===== src/vln_pkg.sv =====
// Shared constants, width helpers and control structs for the L2 vector normalizer.
package vln_pkg;

    localparam int MAX_LEN_DEF    = 64;
    localparam int ELEM_WIDTH_DEF = 16;
    localparam int SUM_CAP        = 64;

    // Width of the saturating sum of squares for a given element width
    function automatic int sum_width(int ew);
        int w;
        w = 2 * ew + 5;
        return (w > SUM_CAP) ? SUM_CAP : w;
    endfunction

    // Width of the integer square root of that sum
    function automatic int root_width(int ew);
        int s;
        s = sum_width(ew);
        return (s + 1) / 2;
    endfunction

    // Commands from the controller to the datapath
    typedef struct packed {
        logic store;
        logic square;
        logic accum;
        logic root_start;
        logic read;
        logic div_start;
        logic load;
        logic next;
        logic clear;
    } vln_cmd_t;

    // Status from the datapath to the controller
    typedef struct packed {
        logic full;
        logic root_done;
        logic div_done;
        logic last_idx;
        logic out_free;
    } vln_stat_t;

endpackage


===== src/vln_sqrt.sv =====
// Iterative floor square root, one root bit per cycle.
module vln_sqrt #(
    parameter int SUM_W  = 37,
    parameter int ROOT_W = 19
) (
    input  logic              aclk,
    input  logic              aresetn,
    input  logic              start,
    input  logic [SUM_W-1:0]  radicand,
    output logic              done,
    output logic [ROOT_W-1:0] root
);

    localparam int RAD_W = 2 * ROOT_W;
    localparam int CNT_W = $clog2(ROOT_W + 1);

    logic [RAD_W-1:0]  rad_reg;
    logic [ROOT_W+1:0] rem_reg;
    logic [ROOT_W-1:0] root_reg;
    logic [CNT_W-1:0]  cnt_reg;
    logic              busy_reg;
    logic              done_reg;

    logic [ROOT_W+1:0] rem_sh;
    logic [ROOT_W+1:0] trial;
    logic              ge;

    // Bring down two radicand bits and try the next root bit
    always_comb begin
        rem_sh = {rem_reg[ROOT_W-1:0], rad_reg[RAD_W-1 -: 2]};
        trial  = {root_reg, 2'b01};
        ge     = (rem_sh >= trial);
    end

    // Sequence the iterations
    always_ff @(posedge aclk) begin
        if (!aresetn) begin
            busy_reg <= 1'b0;
            done_reg <= 1'b0;
            cnt_reg  <= '0;
        end else begin
            done_reg <= 1'b0;
            if (start) begin
                busy_reg <= 1'b1;
                cnt_reg  <= CNT_W'(ROOT_W);
            end else if (busy_reg) begin
                cnt_reg <= cnt_reg - 1'b1;
                if (cnt_reg == CNT_W'(1)) begin
                    busy_reg <= 1'b0;
                    done_reg <= 1'b1;
                end
            end
        end
    end

    // Advance the partial remainder and root
    always_ff @(posedge aclk) begin
        if (start) begin
            rad_reg  <= RAD_W'(radicand);
            rem_reg  <= '0;
            root_reg <= '0;
        end else if (busy_reg) begin
            rad_reg  <= rad_reg << 2;
            rem_reg  <= ge ? (rem_sh - trial) : rem_sh;
            root_reg <= {root_reg[ROOT_W-2:0], ge};
        end
    end

    assign done = done_reg;
    assign root = root_reg;

endmodule


===== src/vln_div.sv =====
// Restoring divider for (magnitude << FRAC) / norm, one quotient bit per cycle.
module vln_div #(
    parameter int ELEM_W = 16,
    parameter int ROOT_W = 19
) (
    input  logic              aclk,
    input  logic              aresetn,
    input  logic              start,
    input  logic [ELEM_W-1:0] dividend,
    input  logic [ROOT_W-1:0] divisor,
    output logic              done,
    output logic [ELEM_W-2:0] quotient
);

    localparam int QW    = ELEM_W - 1;
    localparam int CNT_W = $clog2(QW + 1);

    logic [ROOT_W-1:0] rem_reg;
    logic [QW-1:0]     bits_reg;
    logic [QW-1:0]     q_reg;
    logic [CNT_W-1:0]  cnt_reg;
    logic              busy_reg;
    logic              done_reg;

    logic [ROOT_W:0]   rem_sh;
    logic [ROOT_W:0]   diff;
    logic              ge;

    // Shift in the next dividend bit and compare against the norm
    always_comb begin
        rem_sh = {rem_reg, bits_reg[QW-1]};
        diff   = rem_sh - {1'b0, divisor};
        ge     = (rem_sh >= {1'b0, divisor});
    end

    // Sequence the iterations
    always_ff @(posedge aclk) begin
        if (!aresetn) begin
            busy_reg <= 1'b0;
            done_reg <= 1'b0;
            cnt_reg  <= '0;
        end else begin
            done_reg <= 1'b0;
            if (start) begin
                busy_reg <= 1'b1;
                cnt_reg  <= CNT_W'(QW);
            end else if (busy_reg) begin
                cnt_reg <= cnt_reg - 1'b1;
                if (cnt_reg == CNT_W'(1)) begin
                    busy_reg <= 1'b0;
                    done_reg <= 1'b1;
                end
            end
        end
    end

    // The magnitude never exceeds the norm, so the upper dividend bits
    // preload the remainder and only the low quotient bits are produced
    always_ff @(posedge aclk) begin
        if (start) begin
            rem_reg  <= ROOT_W'(dividend >> 1);
            bits_reg <= QW'(dividend[0]) << (QW - 1);
            q_reg    <= '0;
        end else if (busy_reg) begin
            rem_reg  <= ge ? diff[ROOT_W-1:0] : rem_sh[ROOT_W-1:0];
            bits_reg <= bits_reg << 1;
            q_reg    <= {q_reg[QW-2:0], ge};
        end
    end

    assign done     = done_reg;
    assign quotient = q_reg;

endmodule


===== src/vln_dp.sv =====
// Datapath: element store, sum of squares, root and divider units, result register.
module vln_dp #(
    parameter int MAX_LEN = vln_pkg::MAX_LEN_DEF,
    parameter int ELEM_W  = vln_pkg::ELEM_WIDTH_DEF
) (
    input  logic                     aclk,
    input  logic                     aresetn,
    input  vln_pkg::vln_cmd_t        cmd,
    output vln_pkg::vln_stat_t       stat,
    input  logic signed [ELEM_W-1:0] s_element,
    output logic                     m_valid,
    input  logic                     m_ready,
    output logic signed [ELEM_W-1:0] m_unit_element,
    output logic                     m_final_res,
    output logic                     m_zero_norm,
    output logic                     m_truncated
);

    localparam int FRAC   = ELEM_W - 2;
    localparam int SUM_W  = vln_pkg::sum_width(ELEM_W);
    localparam int ROOT_W = vln_pkg::root_width(ELEM_W);
    localparam int SQ_W   = 2 * ELEM_W - 1;
    localparam int AW     = (MAX_LEN > 1) ? $clog2(MAX_LEN) : 1;
    localparam int CW     = $clog2(MAX_LEN + 1);

    logic [ELEM_W-1:0] mem [MAX_LEN];

    logic [CW-1:0]     count_reg;
    logic              overflow_reg;
    logic [AW-1:0]     rd_idx_reg;
    logic [SUM_W-1:0]  sum_reg;
    logic [ELEM_W-1:0] mag_reg;
    logic [SQ_W-1:0]   sq_reg;
    logic [ELEM_W-1:0] rd_data_reg;
    logic              neg_reg;
    logic              m_valid_reg;
    logic [ELEM_W-1:0] m_unit_reg;
    logic              m_final_reg;
    logic              m_zero_reg;
    logic              m_trunc_reg;

    logic [ELEM_W-1:0] s_raw;
    logic [ELEM_W-1:0] s_mag;
    logic [ELEM_W-1:0] rd_mag;
    logic [SUM_W:0]    sum_ext;
    logic [SUM_W-1:0]  sum_next;
    logic [ROOT_W-1:0] norm;
    logic              root_done;
    logic              div_done;
    logic [ELEM_W-2:0] quotient;
    logic [ELEM_W-1:0] q_w;
    logic [ELEM_W-1:0] q_lim;
    logic [ELEM_W-1:0] q_sat;
    logic [ELEM_W-1:0] unit_next;
    logic              zero_norm;

    // Magnitudes of the incoming and the stored element
    always_comb begin
        s_raw  = s_element;
        s_mag  = s_raw[ELEM_W-1] ? (~s_raw + 1'b1) : s_raw;
        rd_mag = rd_data_reg[ELEM_W-1] ? (~rd_data_reg + 1'b1) : rd_data_reg;
    end

    // Saturating accumulate of the squared magnitude
    always_comb begin
        sum_ext  = {1'b0, sum_reg} + (SUM_W + 1)'(sq_reg);
        sum_next = sum_ext[SUM_W] ? '1 : sum_ext[SUM_W-1:0];
    end

    // Clamp, apply sign, force zero for a zero norm
    always_comb begin
        zero_norm = (norm == '0);
        q_w       = ELEM_W'(quotient);
        q_lim     = ELEM_W'(1) << FRAC;
        q_sat     = (q_w > q_lim) ? q_lim : q_w;
        if (zero_norm) begin
            unit_next = '0;
        end else begin
            unit_next = neg_reg ? (~q_sat + 1'b1) : q_sat;
        end
    end

    // Element store: write on request, registered read
    always_ff @(posedge aclk) begin
        if (cmd.store && !stat.full) begin
            mem[count_reg[AW-1:0]] <= s_raw;
        end
        if (cmd.read) begin
            rd_data_reg <= mem[rd_idx_reg];
        end
    end

    // Vector bookkeeping and output handshake
    always_ff @(posedge aclk) begin
        if (!aresetn) begin
            count_reg    <= '0;
            overflow_reg <= 1'b0;
            rd_idx_reg   <= '0;
            sum_reg      <= '0;
            m_valid_reg  <= 1'b0;
        end else begin
            if (cmd.store) begin
                if (stat.full) begin
                    overflow_reg <= 1'b1;
                end else begin
                    count_reg <= count_reg + 1'b1;
                end
            end
            if (cmd.accum) begin
                sum_reg <= sum_next;
            end
            if (cmd.next) begin
                rd_idx_reg <= rd_idx_reg + 1'b1;
            end
            if (cmd.clear) begin
                count_reg    <= '0;
                overflow_reg <= 1'b0;
                rd_idx_reg   <= '0;
                sum_reg      <= '0;
            end
            if (cmd.load) begin
                m_valid_reg <= 1'b1;
            end else if (m_ready) begin
                m_valid_reg <= 1'b0;
            end
        end
    end

    // Payload registers
    always_ff @(posedge aclk) begin
        if (cmd.store && !stat.full) begin
            mag_reg <= s_mag;
        end
        if (cmd.square) begin
            sq_reg <= SQ_W'(mag_reg) * SQ_W'(mag_reg);
        end
        if (cmd.div_start) begin
            neg_reg <= rd_data_reg[ELEM_W-1];
        end
        if (cmd.load) begin
            m_unit_reg  <= unit_next;
            m_final_reg <= stat.last_idx;
            m_zero_reg  <= zero_norm;
            m_trunc_reg <= overflow_reg;
        end
    end

    vln_sqrt #(
        .SUM_W  (SUM_W),
        .ROOT_W (ROOT_W)
    ) u_sqrt (
        .aclk     (aclk),
        .aresetn  (aresetn),
        .start    (cmd.root_start),
        .radicand (sum_reg),
        .done     (root_done),
        .root     (norm)
    );

    vln_div #(
        .ELEM_W (ELEM_W),
        .ROOT_W (ROOT_W)
    ) u_div (
        .aclk     (aclk),
        .aresetn  (aresetn),
        .start    (cmd.div_start),
        .dividend (rd_mag),
        .divisor  (norm),
        .done     (div_done),
        .quotient (quotient)
    );

    // Status back to the controller
    always_comb begin
        stat.full      = (count_reg == CW'(MAX_LEN));
        stat.root_done = root_done;
        stat.div_done  = div_done;
        stat.last_idx  = ((CW'(rd_idx_reg) + CW'(1)) == count_reg);
        stat.out_free  = !m_valid_reg || m_ready;
    end

    assign m_valid        = m_valid_reg;
    assign m_unit_element = m_unit_reg;
    assign m_final_res    = m_final_reg;
    assign m_zero_norm    = m_zero_reg;
    assign m_truncated    = m_trunc_reg;

`ifndef NO_ASSERTIONS
    a_count_range: assert property (@(posedge aclk) disable iff (!aresetn)
        count_reg <= CW'(MAX_LEN))
        else $error("element count beyond capacity");

    a_load_free: assert property (@(posedge aclk) disable iff (!aresetn)
        cmd.load |-> (!m_valid_reg || m_ready))
        else $error("result register overwritten while held");

    a_zero_out: assert property (@(posedge aclk) disable iff (!aresetn)
        (m_valid_reg && m_zero_reg) |-> (m_unit_reg == '0))
        else $error("zero norm result is not zero");
`endif

endmodule


===== src/vln_ctrl.sv =====
// Controller state machine: collect phase, root, and per-element divide and emit.
module vln_ctrl (
    input  logic               aclk,
    input  logic               aresetn,
    input  logic               s_valid,
    output logic               s_ready,
    input  logic               s_last,
    input  vln_pkg::vln_stat_t stat,
    output vln_pkg::vln_cmd_t  cmd
);

    localparam logic [3:0] S_IDLE  = 4'd0;
    localparam logic [3:0] S_SQ    = 4'd1;
    localparam logic [3:0] S_ACC   = 4'd2;
    localparam logic [3:0] S_ROOT  = 4'd3;
    localparam logic [3:0] S_RWAIT = 4'd4;
    localparam logic [3:0] S_READ  = 4'd5;
    localparam logic [3:0] S_DIV   = 4'd6;
    localparam logic [3:0] S_DWAIT = 4'd7;
    localparam logic [3:0] S_LOAD  = 4'd8;

    logic [3:0] state_reg;
    logic [3:0] state_next;
    logic       last_reg;
    logic       last_next;

    // Next state and command decode
    always_comb begin
        state_next = state_reg;
        last_next  = last_reg;
        cmd        = '0;
        s_ready    = 1'b0;
        case (state_reg)
            S_IDLE: begin
                s_ready = 1'b1;
                if (s_valid) begin
                    cmd.store = 1'b1;
                    last_next = s_last;
                    if (!stat.full) begin
                        state_next = S_SQ;
                    end else if (s_last) begin
                        state_next = S_ROOT;
                    end
                end
            end
            S_SQ: begin
                cmd.square = 1'b1;
                state_next = S_ACC;
            end
            S_ACC: begin
                cmd.accum  = 1'b1;
                state_next = last_reg ? S_ROOT : S_IDLE;
            end
            S_ROOT: begin
                cmd.root_start = 1'b1;
                state_next     = S_RWAIT;
            end
            S_RWAIT: begin
                if (stat.root_done) begin
                    state_next = S_READ;
                end
            end
            S_READ: begin
                cmd.read   = 1'b1;
                state_next = S_DIV;
            end
            S_DIV: begin
                cmd.div_start = 1'b1;
                state_next    = S_DWAIT;
            end
            S_DWAIT: begin
                if (stat.div_done) begin
                    state_next = S_LOAD;
                end
            end
            S_LOAD: begin
                if (stat.out_free) begin
                    cmd.load = 1'b1;
                    if (stat.last_idx) begin
                        cmd.clear  = 1'b1;
                        state_next = S_IDLE;
                    end else begin
                        cmd.next   = 1'b1;
                        state_next = S_READ;
                    end
                end
            end
            default: begin
                state_next = S_IDLE;
            end
        endcase
    end

    // Hold state
    always_ff @(posedge aclk) begin
        if (!aresetn) begin
            state_reg <= S_IDLE;
            last_reg  <= 1'b0;
        end else begin
            state_reg <= state_next;
            last_reg  <= last_next;
        end
    end

`ifndef NO_ASSERTIONS
    a_one_step: assert property (@(posedge aclk) disable iff (!aresetn)
        $onehot0({cmd.store, cmd.square, cmd.accum, cmd.root_start, cmd.read,
                  cmd.div_start, cmd.load}))
        else $error("more than one datapath step issued");

    a_load_wait: assert property (@(posedge aclk) disable iff (!aresetn)
        (state_reg == S_LOAD && !stat.out_free) |=> (state_reg == S_LOAD))
        else $error("left load state with result slot busy");

    a_root_when: assert property (@(posedge aclk) disable iff (!aresetn)
        stat.root_done |-> (state_reg == S_RWAIT))
        else $error("root finished outside its wait state");
`endif

endmodule


===== src/vector_l2_normalizer.sv =====
// Input: a stored element passes through accept, square and accumulate; a dropped one is
// only accepted. After the last element the bit-serial root unit computes the square root.
// Each result then goes through a store read, ELEM_WIDTH-1 divider steps and a load into the
// output register; the load waits while that register holds a result not yet accepted.
// Reset (aresetn low, synchronous) empties the vector and the output register.
module vector_l2_normalizer #(
    parameter int MAX_LEN    = vln_pkg::MAX_LEN_DEF,
    parameter int ELEM_WIDTH = vln_pkg::ELEM_WIDTH_DEF
) (
    input  logic                         aclk,
    input  logic                         aresetn,
    input  logic                         s_valid,
    output logic                         s_ready,
    input  logic signed [ELEM_WIDTH-1:0] s_element,
    input  logic                         s_last,
    output logic                         m_valid,
    input  logic                         m_ready,
    output logic signed [ELEM_WIDTH-1:0] m_unit_element,
    output logic                         m_final_res,
    output logic                         m_zero_norm,
    output logic                         m_truncated
);

    vln_pkg::vln_cmd_t  cmd;
    vln_pkg::vln_stat_t stat;

    vln_ctrl u_ctrl (
        .aclk    (aclk),
        .aresetn (aresetn),
        .s_valid (s_valid),
        .s_ready (s_ready),
        .s_last  (s_last),
        .stat    (stat),
        .cmd     (cmd)
    );

    vln_dp #(
        .MAX_LEN (MAX_LEN),
        .ELEM_W  (ELEM_WIDTH)
    ) u_dp (
        .aclk           (aclk),
        .aresetn        (aresetn),
        .cmd            (cmd),
        .stat           (stat),
        .s_element      (s_element),
        .m_valid        (m_valid),
        .m_ready        (m_ready),
        .m_unit_element (m_unit_element),
        .m_final_res    (m_final_res),
        .m_zero_norm    (m_zero_norm),
        .m_truncated    (m_truncated)
    );

endmodule

===== config.mk =====
export PLATFORM = sky130hd
export DESIGN_NAME = vector_l2_normalizer
export DESIGN_NICKNAME = d
export VERILOG_FILES = /design/src/vln_pkg.sv /design/src/vln_sqrt.sv /design/src/vln_div.sv /design/src/vln_dp.sv /design/src/vln_ctrl.sv /design/src/vector_l2_normalizer.sv
export SDC_FILE = /design/constraint.sdc
export NUM_CORES = 2
export LEC_CHECK = 0
export ABC_AREA = 1
export BUFFER_PORTS_ARGS = -buffer_cell sky130_fd_sc_hd__buf_4
export CAP_MARGIN = 20
export CORE_MARGIN = 2
export CORE_UTILIZATION = 50
export DETAILED_ROUTE_END_ITERATION = 6
export GPL_TIMING_DRIVEN = 0
export PLACE_DENSITY = 0.65
export REMOVE_ABC_BUFFERS = 1
export SYNTH_ARGS = -nofsm -noshare
export SYNTH_HDL_FRONTEND = slang
export SYNTH_SLANG_ARGS = --single-unit

===== constraint.sdc =====
create_clock -name aclk -period 6.35 [get_ports aclk]
set_input_delay 1.27 -clock aclk [delete_from_list [all_inputs] [get_ports aclk]]
set_output_delay 1.27 -clock aclk [all_outputs]
set_load 0.01 [all_outputs]

==> results.sh <==
export IMPL_antenna_found_initial=4
export IMPL_setup_violations=0
export IMPL_netlist_area_mm2=0.06321
export IMPL_crit_type="flip-flop to flip-flop"
export IMPL_worst_pin_slew_ps=976.3
export IMPL_synth_warnings=0
export IMPL_r2r_end="u_dp.sq_reg[26]"
export IMPL_core_area_mm2=0.1256
export IMPL_die_w_um=359.6
export IMPL_syn_inst=5980
export IMPL_fin_skew_ps=47.77
export IMPL_drtPass1Iterations=6
export IMPL_cts_hold_buf=0
export IMPL_synth_top_cell_area_share_pct=55.06
export IMPL_grt_max_degree=164
export IMPL_place_congestion=0.9073
export IMPL_slew_violations=0
export IMPL_arrival_ps=6600
export IMPL_portBuffers=41
export IMPL_syn_area_per_cell_um2=10.57
export IMPL_power_w=0.03601
export IMPL_holdPathEnd="u_dp.m_truncated"
export IMPL_grt_setup_unrepaired="no"
export IMPL_dp_cells=7464
export IMPL_required_ps=6860
export IMPL_path_max_fanout=16
export IMPL_nNetsFinal=6332
export IMPL_rows=130
export IMPL_syn_to_final_growth_pct=12.09
export IMPL_fin_cells=7732
export IMPL_cp_slowest_cell="edfxtp_1"
export IMPL_vias=44221
export IMPL_hp_start="u_dp.overflow_reg"
export IMPL_critPathLaunchType="flip-flop"
export IMPL_synth_edff_count=1159
export IMPL_cpPeakStageDelay_ps=890
export IMPL_clock_sinks=1287
export IMPL_yosys_area_top_type="edfxtp_1"
export IMPL_cts_root_buf="clkbuf_16"
export IMPL_ir_worst_vdd_mv=1.300
export IMPL_ios=42
export IMPL_period_share_pct=95.78
export IMPL_grt_pass1_wl_um=251400
export IMPL_r2r_start="u_dp.mag_reg[6]"
export IMPL_max_cap_viol_count=0
export IMPL_status="finished, final reports clean"
export IMPL_fp_dieH_um=359.6
export IMPL_drc=0
export IMPL_clockBufferDepth=3
export IMPL_hold_violations=0
export IMPL_endpoint_kind="flip-flop"
export IMPL_min_period_ps=6082
export IMPL_drt_initial_drc_count=4250
export IMPL_fmax_ghz=0.1644
export IMPL_wl_per_cell_um=21.05
export IMPL_async_flop_share_pct=0
export IMPL_grt_pass1_vias=43086
export IMPL_ff2ff_path_depth=20
export IMPL_dieArea_mm2=0.1293
export IMPL_track_usage_pct=25.13
export IMPL_yosysMostFrequentCell="edfxtp_1"
export IMPL_leakage_nw=27.24
export IMPL_cts_tree="built"
export IMPL_wirelength_um=162800
export IMPL_worstPathCellList="nand2_1 -> fa_1 -> fa_1 -> inv_1 -> fa_1 -> fa_1 -> fa_1 -> inv_1 -> fa_1 -> inv_1 -> ha_1 -> nand2_1 -> nor2_1 -> nand2_1 -> o21ai_1 -> nand2_1 -> nand2_1 -> nand3_1 -> nand3_1 -> nand2_1"
export IMPL_grt_overflow_total=0
export IMPL_largest_reg_flops=1024
export IMPL_power_density_mw_per_mm2=508.2
export IMPL_whs_path_depth=0
export IMPL_start_util_pct=50.34
export IMPL_layout_drive_gt1_share_pct=7.664
export IMPL_viasPerCell=5.719
export IMPL_hp_class="flip-flop to flip-flop"
export IMPL_yosys_top_cells_area="edfxtp_1 (55%), nor2_1 (5.3%), fa_1 (5.2%), o21ai_0 (4.9%), nand2_1 (4.8%)"
export IMPL_reg2reg_slack_ps=270
export IMPL_synth_ff_type="edfxtp_1"
export IMPL_cts_max_level=4
export IMPL_ys_ff_latch=1287
export IMPL_dp_hpwl_um=103300
export IMPL_clk_pin_slew_ps=60
export IMPL_relSlewSlack_pct=34.73
export IMPL_antenna_left=0
export IMPL_clkLatencyLatePin_ps=770
export IMPL_synth_top_cells_by_count="edfxtp_1 (1159), nor2_1 (889), nand2_1 (814)"
export IMPL_yosysSeqAreaShare_pct=59.12
export IMPL_ys_types=53
export IMPL_numCtsBuffers=139
routing by layer:
metal,GRT usage (%),up-vias,wire [um]
met3,4.046,293,11080
li1,-,20830,-
met1,33.64,21596,68030
met4,10.11,0,5861
met5,0,-,0
met2,41.14,1502,77820
power breakdown:
part           switching [W]  internal [W]  total [W]
Combinational         0.0110       0.00630     0.0173
Clock                0.00341       0.00468    0.00809
Sequential          0.000303        0.0104     0.0107
Total                 0.0147        0.0213     0.0360
how the worst max path moves through the flow:
| stage | startpoint | to | slack, ps | cells after the start |
|---|---|---|---|---|
| 5_1_grt | u_dp.mag_reg[8] | u_dp.sq_reg[26] | 10 | 24 |
| 4_1_cts | u_dp.mag_reg[9] | u_dp.sq_reg[26] | 120 | 24 |
| 6_report | u_dp.mag_reg[6] | u_dp.sq_reg[26] | 270 | 20 |
| 3_3_place_gp | u_dp.rd_idx_reg[0] | u_dp.rd_idx_reg[0] | -35810 | 11 |
| 2_1_floorplan | u_dp.rd_idx_reg[0] | u_dp.rd_idx_reg[0] | -13100 | 11 |
| 3_5_place_dp | u_dp.mag_reg[9] | u_dp.sq_reg[26] | 130 | 24 |
critical path: cells and delay by family (launching register included):
family	cells	cell delay (ps)
AND/OR/NAND/NOR	9	950
flip-flops	1	890
adder cells (fa/ha/maj)	7	3460
buffers and inverters	3	170
AO/OA/AOI/OAI	1	360
cell usage in the layout (no fill, tap or decap), types with 30 or more instances in the layout:
cell type and count:
clkbuf_16 142, nand3_1 227, xnor2_1 37, o21ai_0 620, a21oi_1 158, nor2_1 828
fa_1 163, o21ai_1 45, o211ai_1 154, buf_4 55, dfxtp_1 123, nor2_2 63
nand4_1 37, inv_1 592, nor3_1 30, edfxtp_1 1159, buf_8 43, xor2_1 56
o22ai_1 142, nand2_1 814, ha_1 179, o221ai_1 112
cell families after synthesis:
group / synth area share, %
xor gates and xnor gates: 1.324
buffers and inverters: 5.622
and+or+nand+nor: 13.11
DFF: 59.12
AOI/OAI and AO/OA: 12.12
adders and majority gates: 8.706
cell type report:
class	instances	area [um2]
clock buffers	171	3692
clock inverters	81	900.9
fillers	10572	54720
inverters	614	2328
well taps	1650	2064
flip-flops and latches	1287	37380
multi-input cells	3783	22490
diodes	2	5.005
repair buffers	144	1988
timing repair:
item / in CTS / in global routing
resized for setup: 0 / 1
setup endpoints to repair: 0 / 4
buffers inserted: 0 / 14
metrics by stage:
stage | hold WS (ps) | area [um2] | TNS [ps] | setup WS, ps | utilization (%)
floorplan | 409.0 | 61960 | -889890 | -13100 | -
global placement | 416.4 | 64330 | -2466730 | -35810 | 51.23
detailed placement | 422.1 | 66120 | 0 | 128.5 | 52.66
CTS | 439.4 | 70720 | 0 | 122.6 | 56.32
global route | 465.2 | 70850 | 0 | 9.652 | 56.42
finish | 440.6 | 70850 | 0 | 268.1 | 56.42
No activity file was read; power rests on OpenSTA's default activity.
